$ cat src/design/dgb_pkg.sv
// ----------------------------------------------------------------------------
// dgb_pkg: shared types, constants and functions
// Word types, register indexes, CRC-16/ARC byte update and hex digit encode.
// ----------------------------------------------------------------------------
package dgb_pkg;

  localparam logic [15:0] CrcPoly    = 16'hA001;
  localparam int          JobqDepth  = 4;
  localparam int          JobqAw     = $clog2(JobqDepth);
  localparam int          JobqCw     = $clog2(JobqDepth + 1);
  localparam int          IdChars    = 32;
  localparam int          CharIdxW   = $clog2(IdChars);
  localparam int          CfgIdxW    = 8;

  // register indexes
  localparam logic [CfgIdxW-1:0] RegBusType   = 8'd0;
  localparam logic [CfgIdxW-1:0] RegVendorId  = 8'd1;
  localparam logic [CfgIdxW-1:0] RegProductId = 8'd2;
  localparam logic [CfgIdxW-1:0] RegVersionId = 8'd3;

  // input word functions
  localparam logic FuncAbsorb = 1'b0;
  localparam logic FuncFinish = 1'b1;

  typedef struct packed {
    logic       func;
    logic [7:0] name_byte;
  } dgb_in_t;

  typedef struct packed {
    logic [6:0] hex_char;
    logic       last_char;
  } dgb_out_t;

  typedef struct packed {
    logic [15:0] bus_type;
    logic [15:0] vendor_id;
    logic [15:0] product_id;
    logic [15:0] version_id;
  } dgb_regs_t;

  // queue handshake between front and back
  typedef struct packed {
    logic        push;
    logic        full;
    logic        pop;
    logic        not_empty;
  } dgb_jobq_ctl_t;

  function automatic logic [15:0] crc_byte(input logic [15:0] crc, input logic [7:0] b);
    logic [15:0] c;
    c = crc ^ {8'h00, b};
    for (int i = 0; i < 8; i++) begin
      if (c[0]) c = (c >> 1) ^ CrcPoly;
      else c = c >> 1;
    end
    return c;
  endfunction

  function automatic logic [6:0] hex_digit(input logic [3:0] nib);
    logic [6:0] d;
    if (nib < 4'd10) d = 7'h30 + {3'b000, nib};
    else d = 7'h61 + {3'b000, nib} - 7'd10;
    return d;
  endfunction

endpackage

$ cat src/design/dgb_front.sv
// ----------------------------------------------------------------------------
// dgb_front: input side
// Folds name bytes into the running CRC and queues the CRC on a finish word.
// ----------------------------------------------------------------------------
module dgb_front import dgb_pkg::*; (
  input  logic          clk,
  input  logic          rst,
  input  logic          push,
  input  dgb_in_t       item,
  input  logic          jobq_full,
  output logic          jobq_push,
  output logic [15:0]   jobq_data
);

  logic [15:0] crc;
  logic [15:0] crc_next;
  logic        accept;

  assign accept    = push && !jobq_full;
  assign jobq_push = accept && (item.func == FuncFinish);
  assign jobq_data = crc;

  always_comb begin
    crc_next = crc;
    if (accept) begin
      if (item.func == FuncFinish) crc_next = 16'h0000;
      else crc_next = crc_byte(crc, item.name_byte);
    end
  end

  always_ff @(posedge clk) begin
    if (rst) crc <= 16'h0000;
    else crc <= crc_next;
  end

endmodule

$ cat src/design/dgb_jobq.sv
// ----------------------------------------------------------------------------
// dgb_jobq: finish job queue
// Short queue of name CRCs between the front and the character sequencer.
// ----------------------------------------------------------------------------
module dgb_jobq import dgb_pkg::*; (
  input  logic          clk,
  input  logic          rst,
  input  logic          push,
  input  logic [15:0]   wdata,
  input  logic          pop,
  output logic [15:0]   rdata,
  output logic          full,
  output logic          not_empty
);

  logic [15:0]       mem [JobqDepth];
  logic [JobqAw-1:0] wr_ptr;
  logic [JobqAw-1:0] rd_ptr;
  logic [JobqCw-1:0] count;
  logic              do_push;
  logic              do_pop;

  assign full      = (count == JobqCw'(JobqDepth));
  assign not_empty = (count != '0);
  assign do_push   = push && !full;
  assign do_pop    = pop && not_empty;
  assign rdata     = mem[rd_ptr];

  always_ff @(posedge clk) begin
    if (do_push) mem[wr_ptr] <= wdata;
  end

  always_ff @(posedge clk) begin
    if (rst) begin
      wr_ptr <= '0;
      rd_ptr <= '0;
      count  <= '0;
    end else begin
      if (do_push) wr_ptr <= wr_ptr + 1'b1;
      if (do_pop) rd_ptr <= rd_ptr + 1'b1;
      if (do_push && !do_pop) count <= count + 1'b1;
      else if (do_pop && !do_push) count <= count - 1'b1;
    end
  end

endmodule

$ cat src/design/dgb_back.sv
// ----------------------------------------------------------------------------
// dgb_back: identifier sequencer
// Takes one queued CRC and emits the 32 hex characters through an output register.
// ----------------------------------------------------------------------------
module dgb_back import dgb_pkg::*; (
  input  logic          clk,
  input  logic          rst,
  input  dgb_regs_t     regs,
  input  logic          jobq_not_empty,
  input  logic [15:0]   jobq_data,
  output logic          jobq_pop,
  output logic          empty,
  input  logic          pop,
  output dgb_out_t      result
);

  localparam logic [CharIdxW-1:0] CharLast = CharIdxW'(IdChars - 1);

  logic                busy;
  logic [15:0]         crc;
  logic [CharIdxW-1:0] idx;
  logic                out_valid;
  logic                advance;
  logic [15:0]         word_val;
  logic [7:0]          byte_val;
  logic [3:0]          nib;

  assign empty    = !out_valid;
  assign advance  = !out_valid || pop;
  assign jobq_pop = !busy && jobq_not_empty;

  always_comb begin
    case (idx[4:2])
      3'd0:    word_val = regs.bus_type;
      3'd1:    word_val = crc;
      3'd2:    word_val = regs.vendor_id;
      3'd4:    word_val = regs.product_id;
      3'd6:    word_val = regs.version_id;
      default: word_val = 16'h0000;
    endcase
    // low byte first, high nibble first
    byte_val = idx[1] ? word_val[15:8] : word_val[7:0];
    nib      = idx[0] ? byte_val[3:0] : byte_val[7:4];
  end

  always_ff @(posedge clk) begin
    if (jobq_pop) crc <= jobq_data;
    if (busy && advance) begin
      result.hex_char  <= hex_digit(nib);
      result.last_char <= (idx == CharLast);
    end
  end

  always_ff @(posedge clk) begin
    if (rst) begin
      busy      <= 1'b0;
      idx       <= '0;
      out_valid <= 1'b0;
    end else begin
      if (jobq_pop) begin
        busy <= 1'b1;
        idx  <= '0;
      end else if (busy && advance) begin
        idx <= idx + 1'b1;
        if (idx == CharLast) busy <= 1'b0;
      end
      if (busy && advance) out_valid <= 1'b1;
      else if (pop) out_valid <= 1'b0;
    end
  end

endmodule

$ cat src/design/device_guid_builder_crc16_core.sv
// ----------------------------------------------------------------------------
// device_guid_builder_crc16_core: device identifier builder
// Name bytes feed a CRC-16/ARC; a finish word emits the 32-char hex identifier.
// ----------------------------------------------------------------------------
// Path: a name byte is folded into the CRC register; the first character of a finish
// passes through the job queue, the sequencer load and the output register.
// Throughput: 1 input word per cycle while the job queue is not full; the sequencer
// emits one character per cycle unless pop stalls it, and loads a CRC once idle.
// Reset: rst clears the CRC, empties the job queue, idles the sequencer and clears the registers to 0.
module device_guid_builder_crc16_core import dgb_pkg::*; (
  input  logic               clk,
  input  logic               rst,
  input  logic               push,
  output logic               full,
  input  dgb_in_t            item,
  output logic               empty,
  input  logic               pop,
  output dgb_out_t           result,
  input  logic               cfg_valid,
  output logic               cfg_ready,
  input  logic [CfgIdxW-1:0] cfg_index,
  input  logic [15:0]        cfg_data
);

  dgb_regs_t     regs;
  dgb_jobq_ctl_t q;
  logic [15:0]   q_wdata;
  logic [15:0]   q_rdata;

  assign cfg_ready = 1'b1;
  assign full      = q.full;

  always_ff @(posedge clk) begin
    if (rst) begin
      regs <= '0;
    end else if (cfg_valid && cfg_ready) begin
      case (cfg_index)
        RegBusType:   regs.bus_type   <= cfg_data;
        RegVendorId:  regs.vendor_id  <= cfg_data;
        RegProductId: regs.product_id <= cfg_data;
        RegVersionId: regs.version_id <= cfg_data;
        default: ;
      endcase
    end
  end

  dgb_front u_front (
    .clk       (clk),
    .rst       (rst),
    .push      (push),
    .item      (item),
    .jobq_full (q.full),
    .jobq_push (q.push),
    .jobq_data (q_wdata)
  );

  dgb_jobq u_jobq (
    .clk       (clk),
    .rst       (rst),
    .push      (q.push),
    .wdata     (q_wdata),
    .pop       (q.pop),
    .rdata     (q_rdata),
    .full      (q.full),
    .not_empty (q.not_empty)
  );

  dgb_back u_back (
    .clk            (clk),
    .rst            (rst),
    .regs           (regs),
    .jobq_not_empty (q.not_empty),
    .jobq_data      (q_rdata),
    .jobq_pop       (q.pop),
    .empty          (empty),
    .pop            (pop),
    .result         (result)
  );

endmodule

$ cat config.mk
export PLATFORM = sky130hd
export DESIGN_NAME = device_guid_builder_crc16_core
export DESIGN_NICKNAME = d
export VERILOG_FILES = /design/src/design/dgb_pkg.sv /design/src/design/dgb_front.sv /design/src/design/dgb_jobq.sv /design/src/design/dgb_back.sv /design/src/design/device_guid_builder_crc16_core.sv
export SDC_FILE = /design/constraint.sdc
export NUM_CORES = 1
export LEC_CHECK = 0
export BUFFER_PORTS_ARGS = -buffer_cell sky130_fd_sc_hd__buf_4
export CELL_PAD_IN_SITES_DETAIL_PLACEMENT = 1
export CELL_PAD_IN_SITES_GLOBAL_PLACEMENT = 2
export CORE_UTILIZATION = 48
export CTS_BUF_LIST = sky130_fd_sc_hd__clkbuf_8
export CTS_CLUSTER_SIZE = 16
export DETAILED_ROUTE_END_ITERATION = 16
export GPL_ROUTABILITY_DRIVEN = 0
export PLACE_DENSITY = 0.95
export SLEW_MARGIN = 40
export SYNTH_ARGS = -nofsm -noshare
export SYNTH_HDL_FRONTEND = slang
export SYNTH_HIERARCHICAL = 1
export SYNTH_SLANG_ARGS = --single-unit
$ cat constraint.sdc
create_clock -name clk -period 7.66 [get_ports clk]
set_clock_uncertainty 0.05 [all_clocks]
set_input_delay 1.915 -clock clk [delete_from_list [all_inputs] [get_ports clk]]
set_output_delay 1.915 -clock clk [all_outputs]
set_load 0.02 [all_outputs]
# [Yosys cells after proc, flatten, opt, wreduce, memory -nomap -nowiden]
# Memory sizes are Yosys's and may differ from the RTL's. A register that Yosys moved wholly into a read port is not among the register bits.
# Cells that the tools add are included.
[totals] reg_bits=102 ram_bits=64 in_bits=38 wordCells=104 n_memories=1
[op_classes] addsub=8 n_lt_le_gt_ge=1 eq_ne=9 mux=36 n_bitwise=9 reduce_logical=27
[memory_table] name="u_jobq.mem" words=4 width=16 rd=1 rd_clocked_by_memory_dff=1 write_ports=1 line_no="dgb_jobq.sv:16" text="logic [15:0] mem [JobqDepth];"
[op_table] op="16-bit two-way mux" count=23
[op_table] op="16-bit case mux with 5 select lines" count=1
[op_table] op="2-bit NOT with 3-bit output" count=8
[op_table] op="8-bit by 2-bit equality test with 1-bit output, second input constant" count=2
[op_table] op="16-bit by 8-bit XOR with 16-bit output" count=1
[op_table] op="2-bit AND reduction" count=5
[op_table] op="3-bit equality test, second input constant" count=3
[op_table] op="8-bit by 1-bit equality test with 1-bit output, second input constant" count=1
[op_table] op="1-bit logical AND" count=8
[op_table] op="8-bit zero test" count=1
[op_table] op="8-bit two-way mux" count=1
[op_table] op="2-bit nonzero test" count=4
[op_table] op="6-bit by 4-bit adder with 7-bit output, first input constant" count=1
[op_table] op="6-bit by 5-bit adder with 7-bit output, first input constant" count=1
[op_table] op="1-bit two-way mux" count=7
[op_table] op="7-bit two-way mux" count=1
[op_table] op="7-bit by 4-bit subtractor with 7-bit output, second input constant" count=1
[op_table] op="3-bit two-way mux" count=2
[op_table] op="5-bit by 1-bit adder with 5-bit output, second input constant" count=1
[op_table] op="5-bit equality test, second input constant" count=1
[op_table] op="1-bit zero test" count=5
[op_table] op="2-bit by 1-bit adder with 2-bit output, second input constant" count=2
[op_table] op="4-bit < comparator, second input constant" count=1
[op_table] op="4-bit two-way mux" count=1
[op_table] op="8 further kinds" count=8

# [Longest topological paths before layout]
# Gate-level depths: netlist (run 1).
[logic_depth] depth_word=32 ltp_mapped=13 ltp_nobuf=11

# [Modules after synthesis]
# Netlist (run 1), hierarchy kept.
[by_module_without_submodules] module="dgb_jobq" instances=1 cells_per_inst=132 area_each_um2=2795.2
[by_module_without_submodules] module="device_guid_builder_crc16_core" instances=1 cells_per_inst=231 area_each_um2=2646.3
[by_module_without_submodules] module="dgb_back" instances=1 cells_per_inst=181 area_each_um2=2020.7
[by_module_without_submodules] module="dgb_front" instances=1 cells_per_inst=88 area_each_um2=842.1

# [Worst setup path after synthesis (run 1)]
# Ideal clock, no wire load.
[synth_timing] kind="input-to-reg" from="input push" to="register u_jobq.count[2]" arrival_time_ps=3877 required_time_ps=7540 setup_slack_ps=3663 path_stages=12 path_buffers=2 path_cell_list="nand2b_1 clkbuf_1 buf_1 nor2_1 inv_1 nor2_2 ha_1 inv_1 fa_1 xor2_1 or3_1 a21oi_1"
[synth_rtl] element="from (decl)" line_no="device_guid_builder_crc16_core.sv:13" text="input logic push,"
[synth_rtl] element="to (signal assigned)" line_no="dgb_jobq.sv:41" text="if (do_push && !do_pop) count <= count + 1'b1;"
[synth_rtl] element="to (signal assigned)" line_no="dgb_jobq.sv:42" text="else if (do_pop && !do_push) count <= count - 1'b1;"
[synth_rtl] element="to (decl)" line_no="dgb_jobq.sv:19" text="logic [JobqCw-1:0] count;"

==> flow_metrics.tcl, run 1 <==
set metrics [dict create \
    status "finished clean" \
    clk_latency_ns 0.46 \
    cts_resized 0 \
    cts_buffers 17 \
    clock_sinks 184 \
    grtUsageMet2_pct 38.95 \
    cts-root-buf "clkbuf_8" \
    power_mw 2.263 \
    drc 0 \
    synth_common_cells "dfxtp_1, edfxtp_1, mux2i_1" \
    initial_core_util_pct 49.55 \
    slew_headroom_pct 44.79 \
    ys_warn_count 6 \
    r2r_slack_ns 4.61 \
    rows 47 \
    leakage_nw 3.280 \
    grt_max_degree 111 \
    synth_edf_count 88 \
    drt_wl_total_mm 17.58 \
    hp-class "flop to flop" \
    cts_tree "yes" \
    synth_top_cell_area_share_pct 31.82 \
    p_per_area_mw_per_mm2 250.6 \
    r2r-end "u_jobq/count[2]$_SDFFE_PP0P_" \
    startpoint "push" \
    dp_slack_ns 3.407 \
    grtUsageMet1_pct 23.91 \
    ys.flop_type "dfxtp_1" \
    post_cts_buffers 0 \
    gr-total-overflow 0 \
    antenna_found_initial 0 \
    ant_nets 0 \
    diodes 0 \
    io_pins 49 \
    internal_power_mw 1.636 \
    switching_share_pct 27.73 \
    grt_util_met3_pct 2.968 \
    synth.ff_latch_count 184 \
    tns_ns 0 \
    viasPerCell 5.526 \
    switchingPower_mw 0.6275 \
    holdPathStages 2 \
    drt-initial-drc-count 331 \
    seq_area_frac_synth_pct 54.96 \
    synthCells 632 \
    avgRoutedWirePerCell_um 19.66 \
    async_flop_share_pct 0 \
    area_growth_pct 8.754 \
    rr_worst_depth 11 \
    path_class "input port to flop" \
    synth_most_common_cell "dfxtp_1" \
    gr-max-usage-layer "met2" \
    setup_viol 0 \
    dp_hpwl_mm 12.24 \
    clock_power_share_pct 27.2 \
    htree_levels 4 \
    drive_gt1_share_pct 19.44 \
    maxCapViolCount 0 \
    slew_violations 0 \
    chipHeight_um 133.5 \
    cp.arrival_ns 4.12 \
    fmax_ghz 0.2649 \
    synth_area_leaders "edfxtp_1, dfxtp_1, mux2i_1" \
    syn_nets 679 \
    crit_path_max_fanout 27 \
    worstMarginPinSlew_ns 0.8282 \
    yosysTopAreaCell "edfxtp_1" \
    end_kind "flop" \
    grt_pass1_vias 5445 \
    grt_util_all_layers_pct 20.89 \
    required_ns 8.01 \
    finalCritPeriodShare_pct 49.28 \
    pwr-share-seq_pct 55.4 \
    endpoint "u_jobq/count[2]$_SDFFE_PP0P_" \
    portBuffers 47 \
    hold_viol 0 \
    fin_nets 708 \
    hold_buffers 0 \
    die_area_mm2 0.01783 \
    rsz0062_at_grt "no" \
    worst_ir_drop_vdd_uv 124.6 \
    setup_slack_ns 3.885 \
    cts_buffer_depth 2 \
    yosysUniqueCellTypes 75 \
    core_area_mm2 0.01676 \
    syn_area_per_cell_um2 13.14 \
    cp-start-kind "input port" \
    drt_first_pass_iters 4 \
    min_period_ns 3.775 \
    clk_pin_slew_ns 0.09 \
    dieWidth_um 133.5 \
    nFillCells 1703 \
    grt_pass1_wl_mm 28.36 \
    p_comb_share_pct 17.4 \
    dr_total_vias 4940 \
    syn_area_mm2 0.008304 \
    regToRegStartpoint "u_jobq/count[0]$_SDFFE_PP0P_" \
]
cell families after synthesis:
logic type      Yosys count  share of synthesized area (%)
fa+ha+maj                 9                          1.446
simple gates            171                          12.58
flops                   184                          54.96
mux                     116                          16.78
other cells               2                        0.09044
buf+inv                  50                          4.219
compound gates           72                          6.238
xor+xnor                 28                          3.676
worst max-delay path, stage by stage:
cell,delay (ns)
buf_4,0.08
nand2b_2,0.29
nor2_1,0.19
inv_1,0.08
nor2_2,0.22
ha_1,0.23
inv_1,0.07
fa_1,0.39
xor2_1,0.17
or3_1,0.33
a21oi_1,0.15
layout by cell type, fill, tap and decap left out, types with 3 or more instances in the layout:
cell type | synthesis | routed
and2_1 | 5 | 4
buf_4 | 2 | 51
dfxtp_1 | 96 | 93
clkinv_2 | 0 | 3
nor3b_1 | 5 | 5
xor2_1 | 9 | 9
ha_1 | 8 | 8
a21oi_1 | 23 | 23
clkbuf_8 | 0 | 18
dfxtp_2 | 0 | 3
xnor2_1 | 13 | 13
and3b_1 | 3 | 3
mux2_1 | 3 | 3
mux4_2 | 17 | 17
o21ai_0 | 7 | 7
nand3b_1 | 4 | 4
mux2i_1 | 86 | 86
o22a_1 | 3 | 3
nand2b_1 | 85 | 84
nor3_1 | 3 | 3
a22oi_1 | 10 | 10
mux2_2 | 9 | 9
inv_1 | 8 | 13
nor2_1 | 30 | 30
o221ai_1 | 3 | 3
or3_1 | 4 | 4
nand2_1 | 12 | 12
edfxtp_1 | 88 | 88
nor2b_1 | 3 | 3
worst min-delay path by stage:
stage	slack, ns	from	to
CTS	0.43	regs[48]$_SDFFE_PP0P_	regs[48]$_SDFFE_PP0P_
finish	0.43	regs[33]$_SDFFE_PP0P_	regs[33]$_SDFFE_PP0P_
detailed placement	0.42	regs[48]$_SDFFE_PP0P_	regs[48]$_SDFFE_PP0P_
floorplan	0.39	u_back/busy$_SDFFE_PP0P_	u_back/out_valid$_SDFFE_PP0P_
global route	0.44	regs[48]$_SDFFE_PP0P_	regs[48]$_SDFFE_PP0P_
global placement	0.40	regs[41]$_SDFFE_PP0P_	regs[41]$_SDFFE_PP0P_
cell type report:
| type | count | area [um^2] | share of cell area, % |
|---|---|---|---|
| flip-flops and latches | 184 | 4568 | 50.58 |
| inverters | 8 | 30.03 | 0.3325 |
| multi-input cells | 398 | 3395 | 37.59 |
| repair buffers | 52 | 394.1 | 4.364 |
| well taps | 220 | 275.3 | 3.048 |
| clock inverters | 14 | 121.4 | 1.344 |
| clock buffers | 18 | 247.7 | 2.743 |
through the flow:
stage          instance area (um^2)  util, %  std cells  hold slack [ns]
2_1_floorplan                  8304        -        632           0.3918
3_3_place_gp                   8651    51.62        862           0.4043
3_5_place_dp                   8656    51.65        862           0.4182
4_1_cts                        9025    53.85        894           0.4319
5_1_grt                        9031    53.89        894           0.4440
6_report                       9031    53.89        894           0.4289
per-layer routing:
metal	wire length, um	vias up	share of wire [%]
li1	-	2332	-
met1	7316	2522	42
met2	9604	62	55
met3	315	24	1.8
met4	343	0	2.0
met5	0	-	0
registers in the layout, indices dropped and copies added (netlist names), named ones only:
register,count
u_jobq/wr_ptr,2
u_jobq/mem,64
u_back/crc,16
u_back/result,8
u_jobq/rd_ptr,2
regs,64
u_back/out_valid,1
u_back/idx,5
u_jobq/count,3
u_front/jobq_data,16
u_back/busy,1
power groups by stage:
stage               clock, mW  sequential (mW)  combinational, mW
finish                  0.616             1.25              0.394
global route            0.662             1.27              0.425
CTS                     0.630             1.26              0.397
detailed placement          0             1.28              0.395
global placement            0             1.26              0.371
floorplan                   0             1.23              0.317
Note: power is estimated with default switching activity, not from simulation.
==> run 2, diff against run 1 <==
Settings changed: CORE_UTILIZATION 48 to 45, PLACE_DENSITY 0.95 to 0.93.
Clock period 7.66 ns to 3.9 ns, I/O delays scaled along.
==> flow_metrics.tcl, run 2 (same netlist as run 1, synthesis figures left out) <==
set metrics [dict create \
    clock_power_share_pct 29.0 \
    status "finished clean" \
    gr-total-overflow 0 \
    fin_nets 709 \
    crit_path_max_fanout 18 \
    dieWidth_um 137.8 \
    worst_ir_drop_vdd_uv 293.7 \
    worstMarginPinSlew_ns 0.8385 \
    cts_resized 0 \
    grt_pass1_vias 5340 \
    path_class "flop to flop" \
    drive_gt1_share_pct 20.59 \
    required_ns 4.08 \
    io_pins 49 \
    p_comb_share_pct 17.2 \
    cts_buffers 17 \
    portBuffers 47 \
    tns_ns 0 \
    top_regs "regs: 64 flops, u_jobq/mem: 64 flops" \
    cts_tree "yes" \
    cts-root-buf "clkbuf_8" \
    drt_wl_total_mm 18.07 \
    min_period_ns 2.855 \
    core_area_mm2 0.01802 \
    mostFrequentLayoutCells "dfxtp_1, edfxtp_1, mux2i_1" \
    rsz0062_at_grt "no" \
    switching_share_pct 29.16 \
    maxCapViolCount 0 \
    ant_nets 0 \
    slew_violations 0 \
    finalCritPeriodShare_pct 73.21 \
    die_area_mm2 0.01900 \
    grt_max_degree 111 \
    p_per_area_mw_per_mm2 504.9 \
    drc 0 \
    cp.arrival_ns 3.04 \
    leakage_nw 3.298 \
    switchingPower_mw 1.339 \
    slew_headroom_pct 44.10 \
    clk_latency_ns 0.48 \
    clock_sinks 184 \
    end_kind "flop" \
    internal_power_mw 3.253 \
    drt-initial-drc-count 261 \
    initial_core_util_pct 46.07 \
    layout_commonest_cell "dfxtp_1" \
    drt_first_pass_iters 4 \
    clk_pin_slew_ns 0.10 \
    setup_viol 0 \
    area_growth_pct 9.507 \
    hold_viol 0 \
    rows 49 \
    hp-class "flop to flop" \
    diodes 0 \
    fmax_ghz 0.3503 \
    dr_total_vias 4931 \
    post_cts_buffers 0 \
    avgRoutedWirePerCell_um 19.99 \
    cp-start-kind "flop" \
    fin_hold_ws_ns 0.4300 \
    htree_levels 4 \
    viasPerCell 5.455 \
    dp_hpwl_mm 12.28 \
    grt_pass1_wl_mm 28.16 \
    cts_buffer_depth 2 \
    antenna_found_initial 0 \
    chipHeight_um 137.8 \
    grt_util_all_layers_pct 20.29 \
    hold_buffers 0 \
    pwr-share-seq_pct 53.8 \
]
[run 2: changes by cell type in the layout (fill, tap and decap cells not counted)]
cell        previous run  this run
nand2b_2               1         0
and2_2                 1         3
clkinv_1               1         0
inv_6                  0         3
and2_1                 4         2
clkinvlp_4             2         1
inv_1                 13         8
inv_8                  0         4
dfxtp_4                0         1
and4b_1                0         1
buf_4                 51        52
and4b_2                1         0
nand2b_1              84        85
dfxtp_1               93        92
[run 2: final timing paths]
kind / start / to / cells after the start / slack (ns)
hold / removal: regs[63]$_SDFFE_PP0P_ / regs[63]$_SDFFE_PP0P_ / 2 / 0.43
setup reg to reg: u_back/idx[4]$_SDFFE_PP0P_ / u_back/result[3]$_DFFE_PP_ / 8 / 1.04
setup / recovery: u_back/idx[4]$_SDFFE_PP0P_ / u_back/result[3]$_DFFE_PP_ / 8 / 1.04
hold reg to reg: regs[63]$_SDFFE_PP0P_ / regs[63]$_SDFFE_PP0P_ / 2 / 0.43
[run 2: power groups by stage]
stage          registers, mW  clock network (mW)  logic (mW)
3_3_place_gp            2.50                   0       0.737
6_report                2.47                1.33       0.789
5_1_grt                 2.50                1.45       0.857
4_1_cts                 2.48                1.37       0.798
3_5_place_dp            2.52                   0       0.789
2_1_floorplan           2.42                   0       0.622
[run 2: layout make-up]
type	count	area (um^2)
clock inverter	14	162.7
multi-input combinational	398	3393
tap	229	286.5
fill	1837	8931
inverter	8	30.03
clock buffer	18	247.7
timing repair buffer	53	401.6
sequential	184	4572
[run 2: per-layer routing]
metal / global-route usage [%] / up-vias / routed length, um
met1: 22.25 / 2492 / 7482
li1: - / 2333 / -
met5: 0 / - / 0
met2: 36.94 / 74 / 9628
met4: 9.964 / 0 / 534
met3: 4.194 / 32 / 425
[run 2: through the flow]
| step | instance area [um^2] | cells | total power, mW | worst slack [ns] | util [%] |
|---|---|---|---|---|---|
| 6_report | 9094 | 904 | 4.592 | 1.045 | 50.45 |
| 5_1_grt | 9094 | 904 | 4.806 | 0.8518 | 50.45 |
| 4_1_cts | 9084 | 904 | 4.640 | 0.8304 | 50.40 |
| 3_5_place_dp | 8673 | 872 | 3.309 | 0.8317 | 48.12 |
| 3_3_place_gp | 8670 | 872 | 3.232 | 0.9743 | 48.10 |
| 2_1_floorplan | 8304 | 632 | 3.043 | 0.8427 | - |
[run 2: worst max-delay path, cell delays in order, from the launching register on]
cell,delay (ns)
dfxtp_1,0.79
buf_4,0.31
nor4b_1,0.07
a211oi_1,0.30
a221oi_2,0.11
a31oi_2,0.35
ha_1,0.24
a21boi_1,0.26
mux2i_1,0.11
